==> config.mk <==
export PLATFORM = sky130hd
export DESIGN_NAME = roman_numeral_encoder
export DESIGN_NICKNAME = d
export VERILOG_FILES = /design/src/hw/rtl/rne_pkg.sv /design/src/hw/rtl/rne_sequencer.sv /design/src/hw/rtl/roman_numeral_encoder.sv
export SDC_FILE = /design/constraint.sdc
export NUM_CORES = 1
export LEC_CHECK = 0
export BUFFER_PORTS_ARGS = -buffer_cell sky130_fd_sc_hd__buf_2
export CORE_ASPECT_RATIO = 1.5
export CORE_UTILIZATION = 59
export DETAILED_ROUTE_END_ITERATION = 7
export HOLD_SLACK_MARGIN = 0.12
export PLACE_DENSITY = 0.85
export SLEW_MARGIN = 5
export SYNTH_ARGS = -nofsm -noshare
export SYNTH_HDL_FRONTEND = slang
export SYNTH_SLANG_ARGS = --single-unit
==> constraint.sdc <==
create_clock -name i_clk -period 4.1 [get_ports i_clk]
set_input_delay 0.41 -clock i_clk [delete_from_list [all_inputs] [get_ports i_clk]]
set_output_delay 0.41 -clock i_clk [all_outputs]
set_load 0.1 [all_outputs]
==> src/hw/rtl/rne_pkg.sv <==
`timescale 1ns / 1ps
// ----------------------------------------------------------------------------
// rne_pkg
// Shared types and constants for the Roman numeral encoder.
// ----------------------------------------------------------------------------
package rne_pkg;

    localparam int unsigned ValueWidth  = 12;
    localparam int unsigned WeightWidth = 10;
    localparam int unsigned ProgLen     = 13;
    localparam int unsigned PcWidth     = $clog2(ProgLen);
    localparam logic [ValueWidth-1:0] MaxValue = 12'd3999;

    localparam logic [7:0] ChrI = 8'h49;
    localparam logic [7:0] ChrV = 8'h56;
    localparam logic [7:0] ChrX = 8'h58;
    localparam logic [7:0] ChrL = 8'h4C;
    localparam logic [7:0] ChrC = 8'h43;
    localparam logic [7:0] ChrD = 8'h44;
    localparam logic [7:0] ChrM = 8'h4D;
    localparam logic [7:0] ChrNone = 8'h00;

    typedef enum logic {
        ST_IDLE,
        ST_RUN
    } t_state;

    // One microcode step: weight to test, characters to emit.
    typedef struct packed {
        logic [WeightWidth-1:0] weight;
        logic [7:0]             first;
        logic [7:0]             second;
        logic                   has_second;
    } t_uword;

    typedef struct packed {
        logic clear;
        logic advance;
    } t_seq_ctl;

endpackage

==> src/hw/rtl/rne_sequencer.sv <==
`timescale 1ns / 1ps
// ----------------------------------------------------------------------------
// rne_sequencer
// Step counter and microcode ROM holding the descending symbol table.
// ----------------------------------------------------------------------------
module rne_sequencer
    import rne_pkg::*;
(
    input  logic     i_clk,
    input  logic     i_rst_n,
    input  t_seq_ctl i_ctl,
    output t_uword   o_uword
);

    logic [PcWidth-1:0] r_pc;

    always_ff @(posedge i_clk) begin
        if (!i_rst_n) begin
            r_pc <= '0;
        end else if (i_ctl.clear) begin
            r_pc <= '0;
        end else if (i_ctl.advance) begin
            r_pc <= r_pc + PcWidth'(1);
        end
    end

    // Program: one step per table entry, repeated while the rest covers it.
    always_comb begin
        case (r_pc)
            4'd0:    o_uword = '{10'd1000, ChrM, ChrNone, 1'b0};
            4'd1:    o_uword = '{10'd900,  ChrC, ChrM,    1'b1};
            4'd2:    o_uword = '{10'd500,  ChrD, ChrNone, 1'b0};
            4'd3:    o_uword = '{10'd400,  ChrC, ChrD,    1'b1};
            4'd4:    o_uword = '{10'd100,  ChrC, ChrNone, 1'b0};
            4'd5:    o_uword = '{10'd90,   ChrX, ChrC,    1'b1};
            4'd6:    o_uword = '{10'd50,   ChrL, ChrNone, 1'b0};
            4'd7:    o_uword = '{10'd40,   ChrX, ChrL,    1'b1};
            4'd8:    o_uword = '{10'd10,   ChrX, ChrNone, 1'b0};
            4'd9:    o_uword = '{10'd9,    ChrI, ChrX,    1'b1};
            4'd10:   o_uword = '{10'd5,    ChrV, ChrNone, 1'b0};
            4'd11:   o_uword = '{10'd4,    ChrI, ChrV,    1'b1};
            default: o_uword = '{10'd1,    ChrI, ChrNone, 1'b0};
        endcase
    end

endmodule

==> src/hw/rtl/roman_numeral_encoder.sv <==
`timescale 1ns / 1ps
// ----------------------------------------------------------------------------
// roman_numeral_encoder
// Turns a 12-bit value into its Roman numeral, one ASCII character per word.
// ----------------------------------------------------------------------------
// Usage:
//   Slave channel s_axis takes one value per word (tdata[11:0]). Master
//   channel m_axis returns the numeral, one character per word, most
//   significant symbol first; tlast marks the final character of a value.
//   A value of zero or above 3999 gives a single word with tdata zero,
//   tuser high and tlast high.
// Operation:
//   A value is loaded, then a microcoded sequencer walks the thirteen-entry
//   symbol table: each cycle either emits one character or steps to the
//   next table entry, but a character waits while the output register
//   holds a word not yet taken. The next value is accepted once the last
//   character sits in the output register; one value is worked on at a
//   time.
// Reset and stall:
//   Reset (synchronous, active low) empties the output register and idles
//   the sequencer. While the receiver holds tready low the output word is
//   held and the sequencer waits before emitting the next character.
// ----------------------------------------------------------------------------
module roman_numeral_encoder
    import rne_pkg::*;
(
    input  logic        i_clk,
    input  logic        i_rst_n,
    input  logic        s_axis_tvalid,
    output logic        s_axis_tready,
    input  logic [15:0] s_axis_tdata,   // [11:0] value, [15:12] zero
    output logic        m_axis_tvalid,
    input  logic        m_axis_tready,
    output logic [7:0]  m_axis_tdata,   // [7:0] symbol
    output logic        m_axis_tlast,
    output logic        m_axis_tuser    // [0] out_of_range
);

    t_state                r_state, n_state;
    logic [ValueWidth-1:0] r_rest,  n_rest;
    logic                  r_err,   n_err;
    logic                  r_phase, n_phase;   // second character pending

    logic                  r_m_valid;
    logic [7:0]            r_m_sym;
    logic                  r_m_last;
    logic                  r_m_err;

    t_seq_ctl              seq_ctl;
    t_uword                uw;

    logic                  out_free;
    logic                  covers;
    logic [ValueWidth-1:0] rest_sub;
    logic                  emit;
    logic [7:0]            e_sym;
    logic                  e_last;
    logic                  e_err;
    logic [ValueWidth-1:0] in_value;

    rne_sequencer u_seq (
        .i_clk   (i_clk),
        .i_rst_n (i_rst_n),
        .i_ctl   (seq_ctl),
        .o_uword (uw)
    );

    assign in_value = s_axis_tdata[ValueWidth-1:0];
    assign out_free = !r_m_valid || m_axis_tready;
    assign covers   = r_rest >= ValueWidth'(uw.weight);
    assign rest_sub = r_rest - ValueWidth'(uw.weight);

    assign s_axis_tready = (r_state == ST_IDLE);

    // Control state register.
    always_ff @(posedge i_clk) begin
        if (!i_rst_n) begin
            r_state <= ST_IDLE;
            r_phase <= 1'b0;
        end else begin
            r_state <= n_state;
            r_phase <= n_phase;
        end
    end

    // Working value and error flag.
    always_ff @(posedge i_clk) begin
        r_rest <= n_rest;
        r_err  <= n_err;
    end

    // Next state, datapath control and character selection.
    always_comb begin
        n_state         = r_state;
        n_rest          = r_rest;
        n_err           = r_err;
        n_phase         = r_phase;
        seq_ctl.clear   = 1'b0;
        seq_ctl.advance = 1'b0;
        emit            = 1'b0;
        e_sym           = ChrNone;
        e_last          = 1'b0;
        e_err           = 1'b0;
        case (r_state)
            ST_IDLE: begin
                if (s_axis_tvalid) begin
                    n_rest        = in_value;
                    n_err         = (in_value == '0) || (in_value > MaxValue);
                    n_phase       = 1'b0;
                    seq_ctl.clear = 1'b1;
                    n_state       = ST_RUN;
                end
            end
            ST_RUN: begin
                if (r_err) begin
                    // Out of range: a single flagged word ends the run.
                    if (out_free) begin
                        emit    = 1'b1;
                        e_last  = 1'b1;
                        e_err   = 1'b1;
                        n_state = ST_IDLE;
                    end
                end else if (r_phase) begin
                    // Second half of a subtractive pair; weight already taken off.
                    if (out_free) begin
                        emit    = 1'b1;
                        e_sym   = uw.second;
                        e_last  = (r_rest == '0);
                        n_phase = 1'b0;
                        if (r_rest == '0) begin
                            n_state = ST_IDLE;
                        end
                    end
                end else if (covers) begin
                    // Hold the step while the rest still covers its weight.
                    if (out_free) begin
                        emit   = 1'b1;
                        e_sym  = uw.first;
                        n_rest = rest_sub;
                        if (uw.has_second) begin
                            n_phase = 1'b1;
                        end else begin
                            e_last = (rest_sub == '0);
                            if (rest_sub == '0) begin
                                n_state = ST_IDLE;
                            end
                        end
                    end
                end else begin
                    seq_ctl.advance = 1'b1;
                end
            end
            default: begin
                n_state = ST_IDLE;
            end
        endcase
    end

    // Output register: load on emit, drop once taken.
    always_ff @(posedge i_clk) begin
        if (!i_rst_n) begin
            r_m_valid <= 1'b0;
        end else if (emit) begin
            r_m_valid <= 1'b1;
        end else if (m_axis_tready) begin
            r_m_valid <= 1'b0;
        end
    end

    always_ff @(posedge i_clk) begin
        if (emit) begin
            r_m_sym  <= e_sym;
            r_m_last <= e_last;
            r_m_err  <= e_err;
        end
    end

    assign m_axis_tvalid = r_m_valid;
    assign m_axis_tdata  = r_m_sym;
    assign m_axis_tlast  = r_m_last;
    assign m_axis_tuser  = r_m_err;

`ifndef SYNTH
    // An error word is the whole run and carries no character.
    a_err_word: assert property (@(posedge i_clk) disable iff (!i_rst_n)
        m_axis_tvalid && m_axis_tuser |-> m_axis_tlast && (m_axis_tdata == ChrNone))
        else $error("error word malformed");

    // A character word always carries a numeral symbol.
    a_sym_nonzero: assert property (@(posedge i_clk) disable iff (!i_rst_n)
        m_axis_tvalid && !m_axis_tuser |-> (m_axis_tdata != ChrNone))
        else $error("empty numeral character");

    // After a value is loaded, the input is closed in the following cycle.
    a_busy_after_load: assert property (@(posedge i_clk) disable iff (!i_rst_n)
        s_axis_tvalid && s_axis_tready |=> !s_axis_tready)
        else $error("input reopened straight after load");

    // A pending second character only exists inside a valid run.
    a_phase_in_run: assert property (@(posedge i_clk) disable iff (!i_rst_n)
        r_phase |-> (r_state == ST_RUN) && !r_err)
        else $error("pair half pending outside a valid run");
`endif

endmodule
## Yosys cells after proc, flatten, opt, wreduce, memory -nomap -nowiden

Memory sizes are Yosys's and may differ from the RTL's. A register that Yosys moved wholly into a read port is not among the register bits.
Cells that the tools add are included.

- Add/sub/neg operators: 2
- Reductions and logical operators: 13
- Shifts and indexed selects: 0
- Equal/unequal tests: 5
- Divide/modulo/power cells: 0
- Bitwise operators: 2
- Magnitude comparators: 2
- Mux-type cells: 48
- $mul: 0

Operator list:

| operator | count |
|---|---|
| $mux 12 | 5 |
| $logic_not 12->1 | 3 |
| $mux 1 | 34 |
| $mux 8 | 4 |
| $pmux 12 s2 | 1 |
| $ge 12x10->1 | 1 |
| $gt 12x12->1 const B | 1 |
| $sub 12x10->12 | 1 |
| $mux 4 | 2 |
| $ne 2x2->1 const B | 3 |
| $reduce_and 2->1 | 3 |
| $reduce_and 5->1 | 1 |
| $add 4x1->4 const B | 1 |
| $ne 2x1->1 const B | 2 |
| $pmux 1 s2 | 2 |
| $reduce_or 2->1 | 2 |
| $logic_or 1x1->1 | 2 |
| $not 1->1 | 2 |
| $reduce_bool 2->1 | 1 |
| $logic_not 1->1 | 1 |

- Bits in latches: 0
- Memory bits (read-only): 352
- Bits of input ports: 20
- Bits in writable memories: 0
- Register bits: 30
- Output and inout bits: 12
- Memories: 1
- Logic and storage cells: 82

Memory list:

| memory | depth | bits a word | rd ports | clocked after Yosys merged registers in | write ports | line | source |
|---|---|---|---|---|---|---|---|
| (no name shown) | 16 | 22 | 1 | 1 | 0 | rne_sequencer.sv:29 | `case (r_pc)` |

## Logic depth before layout (Yosys ltp)

- Depth after elaboration: 9
- Depth in mapped cells: 14

## By module

A second synthesis with hierarchy kept.

- Cell total of the unflattened synthesis: 313
- Area total of the unflattened synthesis: 3052.9 um^2

By module, submodules not included:

| module | cells each | times used | area each (um^2) |
|---|---|---|---|
| roman_numeral_encoder | 211 | 1 | 1989.4 |
| rne_sequencer | 102 | 1 | 1063.5 |

## Worst setup path before layout

Ideal clock, no wire load.

- Path type: register to register
- Start: register r_rest[0]
- End: register, netlist name u_seq.o_uword[19]
- Slack: 1.059 ns
- Period minus slack after synthesis: 3.041 ns
- Stages on the path, launching flop included: 14
- Data arrival time: 2.918 ns
- Cells stage by stage: edfxtp_1 inv_1 ha_1 fa_1 nand2b_1 o2bb2ai_2 a211oi_4 nor2_4 mux2i_1 buf_4 ha_1 inv_1 o2bb2ai_1 mux2_1

- Longest elaborated chain between the ends: 7

RTL lines:

| item | line | source |
|---|---|---|
| start, declared | roman_numeral_encoder.sv:40 | `logic [ValueWidth-1:0] r_rest, n_rest;` |
| start signal, assigned | roman_numeral_encoder.sv:88 | `r_rest <= n_rest;` |
| $ge 12x10->1 | roman_numeral_encoder.sv:70 | `assign covers = r_rest >= ValueWidth'(uw.weight);` |
| $mux 1 | roman_numeral_encoder.sv:134 | `end else if (covers) begin` |
| $mux 1 | roman_numeral_encoder.sv:123 | `end else if (r_phase) begin` |
| $mux 1 | roman_numeral_encoder.sv:115 | `if (r_err) begin` |
| $mux 1 | roman_numeral_encoder.sv:104 | `case (r_state)` |
| $mux 4 (no source line) (2 in a row) | -- |  |

Every way passes these cells.
A chain may end at the register's enable or synchronous reset.

## Worst setup path in the final report

- Start: register r_rest[9]
- End: register, netlist name u_seq.o_uword[19]

- Longest elaborated chain between the ends: 7

RTL lines:

| item | line |
|---|---|
| $ge 12x10->1 | roman_numeral_encoder.sv:70 |
| $mux 1 | roman_numeral_encoder.sv:134 |
| $mux 1 | roman_numeral_encoder.sv:123 |
| $mux 1 | roman_numeral_encoder.sv:115 |
| $mux 1 | roman_numeral_encoder.sv:104 |
| $mux 4 (no source line) (2 in a row) | -- |

Every way passes these cells.

==> flow_metrics.py <==
metrics = {
    "placed_design": {
        "place.gp.congestion": 1.01,
        "port_buffers": 25,
        "placed_cell_area_mm2": 0.00321,
        "post-place-ws_ps": 715,
        "place_hpwl_um": 5400,
    },
    "floorplanning": {
        "die_area_mm2": 0.00546,
        "num_rows": 31,
        "dieWidth_um": 60.7,
        "pin_count": 32,
        "core_mm2": 0.00489,
        "start_util_pct": 62.3,
        "die_h_um": 90.0,
    },
    "finish": {
        "syn2layout_area_growth_pct": 8.46,
        "fin_util_pct": 67.6,
        "final_cell_area_mm2": 0.00330,
        "drive_above_1_share_pct": 18.9,
        "mostFrequentLayoutCell": "nand2_1",
        "final_cell_mix": "nand2_1, nor2_1, dfxtp_1, buf_2, inv_1",
        "antenna_cells": 0,
        "layout.nets": 383,
    },
    "critical_path": {
        "crit_chain": "ha_1 -> a21oi_4 -> o21ai_2 -> or3_1 -> nor2_4 -> mux2i_1 -> ha_1 -> inv_1 -> o2bb2ai_1 -> mux2_1",
        "crit_buf_inv": 1,
        "cp_common_cell": "ha_1",
        "critPathRequiredTime_ps": 4280,
        "worstSetupStartpoint": "r_rest[9]",
        "arrival_ps": 3630,
        "slowest_delay_ps": 580,
        "path_max_fanout": 7,
        "endpoint_kind": "flip-flop",
        "worstSetupPathType": "reg -> reg",
        "worst_path_max_delay_cell": "or3_1",
        "r2r-start": "r_rest[9]",
        "start_kind": "flip-flop",
        "cpLargestDelayFamily": "multiplexers",
        "rrSetupSlack_ps": 660,
    },
    "sta": {
        "max_slew_margin_pct": 47.6,
        "finalMaxSlewViolations": 0,
        "setup_tns_ps": 0,
        "fin_ws_ps": 657,
        "min_period_ps": 3440,
        "max_freq_mhz": 290,
        "worst_pin_slew_ps": 774,
        "setup_violations": 0,
        "hold_viol": 0,
        "fin_skew_ps": 9.76,
        "timing.final.crit_share_pct": 84.0,
        "rsz0062_at_grt": "false",
    },
    "global_route": {
        "overflow": 0,
        "globalRouteMet3Util_pct": 3.02,
        "antenna_found_initial": 0,
        "grtUsageTotal_pct": 27.8,
        "grt_pass1_wl_um": 11600,
        "busiest_layer": "met2",
        "grt_use_met1_pct": 31.8,
        "met2_usage_pct": 48.1,
        "grt_start_max_net_pins": 19,
        "first_global_vias": 2512,
    },
    "clock_network": {
        "cts_max_level": 2,
        "cts_made_buffers": 5,
        "hold_buffers": 0,
        "clk_latency_ps": 300,
        "cts_tree": "yes",
        "cts_root_buf": "clkbuf_8",
        "cts_sinks": 48,
        "post_cts_resized": 0,
        "post_cts_buffers": 0,
        "cts_max_path_buffers": 2,
        "clk_pin_slew_ps": 90,
    },
    "yosys": {
        "synth_area_mm2": 0.00305,
        "yosys_warnings": 0,
        "avgSynthCellArea_um2": 9.40,
        "synthArstFlopShare_pct": 0,
        "syn_inst": 324,
        "synth_cell_types": 72,
        "synth_edf_count": 21,
        "ys_seq_elements": 48,
        "seq_area_frac_synth_pct": 38.5,
        "synthFlopType": "dfxtp_1",
    },
    "routing": {
        "vias_per_cell": 6.05,
        "ant_nets": 0,
        "wl_per_cell_um": 16.5,
        "dr.pass1.iters": 4,
        "drt-total-wl_um": 6850,
        "vias": 2511,
        "drtIter0Drc": 136,
        "drc_errors": 0,
    },
    "power_and_ir_drop": {
        "power_density_mw_per_mm2": 336,
        "peakVddDrop_uv": 154,
        "p_leak_nw": 1.34,
    },
    "flow_run": {
        "maxCapViolCount": 0,
    },
    "worst_hold_path": {
        "holdCritStartpoint": "s_axis_tdata[0]",
        "min_path_type": "in -> reg",
    },
    "run_status": {
        "status": "finished, final reports clean",
    },
}
-- sequential cells by signal, summed over array words and instances (netlist names) --
name / count
u_seq.r_pc: 4
r_rest: 12
u_seq.o_uword: 20
m_axis_tvalid: 1
r_state: 1
m_axis_tuser: 1
r_err: 1
m_axis_tdata: 6
m_axis_tlast: 1
r_phase: 1
-- kinds of logic after synthesis --
| logic type | Yosys count | share of synthesized area, % |
|---|---|---|
| AOI/OAI and AO/OA | 80 | 19.6 |
| xor gates and xnor gates | 14 | 4.03 |
| adders and majority gates | 15 | 6.41 |
| buffers and inverters | 39 | 5.75 |
| DFF | 48 | 38.5 |
| muxes | 16 | 6.12 |
| other | 1 | 0.123 |
| and+or+nand+nor | 111 | 19.5 |
-- Yosys cell counts, drive strengths merged (3+ instances only) --
master | n | share of area (%)
xnor2 | 12 | 3.5
a211oi | 6 | 1.9
nand2 | 31 | 3.8
o211ai | 5 | 1.2
clkbuf | 4 | 0.49
mux2i | 8 | 3.2
a21o | 4 | 1.0
dfxtp | 27 | 18
nor4 | 6 | 1.4
nand3 | 9 | 1.5
a21oi | 18 | 3.3
nor2 | 30 | 4.0
and2 | 3 | 0.62
nor3 | 8 | 2.4
inv | 26 | 3.2
a22o | 6 | 1.7
nor2b | 3 | 0.62
edfxtp | 21 | 21
and3 | 3 | 0.62
ha | 14 | 5.8
nand4 | 3 | 0.82
o21ai | 13 | 2.4
o31ai | 3 | 0.74
buf | 8 | 1.9
nand2b | 5 | 1.0
mux2 | 8 | 3.0
nor4b | 3 | 0.86
-- worst reg2reg max path: stages, from the launching register on --
cell and delay (ps):
edfxtp_1 410, ha_1 440, a21oi_4 200, o21ai_2 110
or3_1 580, nor2_4 240, mux2i_1 560, ha_1 360
inv_1 80, o2bb2ai_1 50, mux2_1 280
-- routing by layer --
metal	vias to the layer above	part of all wire, %
li1	1220	-
met1	1181	38
met2	86	54
met3	24	3.7
met4	0	4.7
met5	-	0
-- final cells by class --
type                    count  area [µm²]
multi-input cells         238        1700
fillers                   389        1580
flip-flops and latches     48        1170
repair buffers             28         148
inverters                  27         103
clock buffers               6        82.6
well taps                  66        82.6
clock inverters             2        13.8
-- stage by stage --
step	total power, mW	cells	hold WS (ps)
floorplan	0.765	325	457
global route	1.16	415	417
CTS	1.11	415	405
global placement	0.810	407	502
finish	1.11	415	417
detailed placement	0.818	407	505
-- path summary, 6_finish.rpt --
path,to,cells past startpoint
worst min register to register,r_phase,2
worst max-delay path,u_seq.o_uword[19],10
worst min-delay path,r_rest[0],3
worst max register to register,u_seq.o_uword[19],10
-- power by group --
part | switching [mW] | internal (mW)
logic | 0.180 | 0.0820
clock network | 0.161 | 0.138
registers | 0.0164 | 0.532
Power figures use the tool's default switching activity.
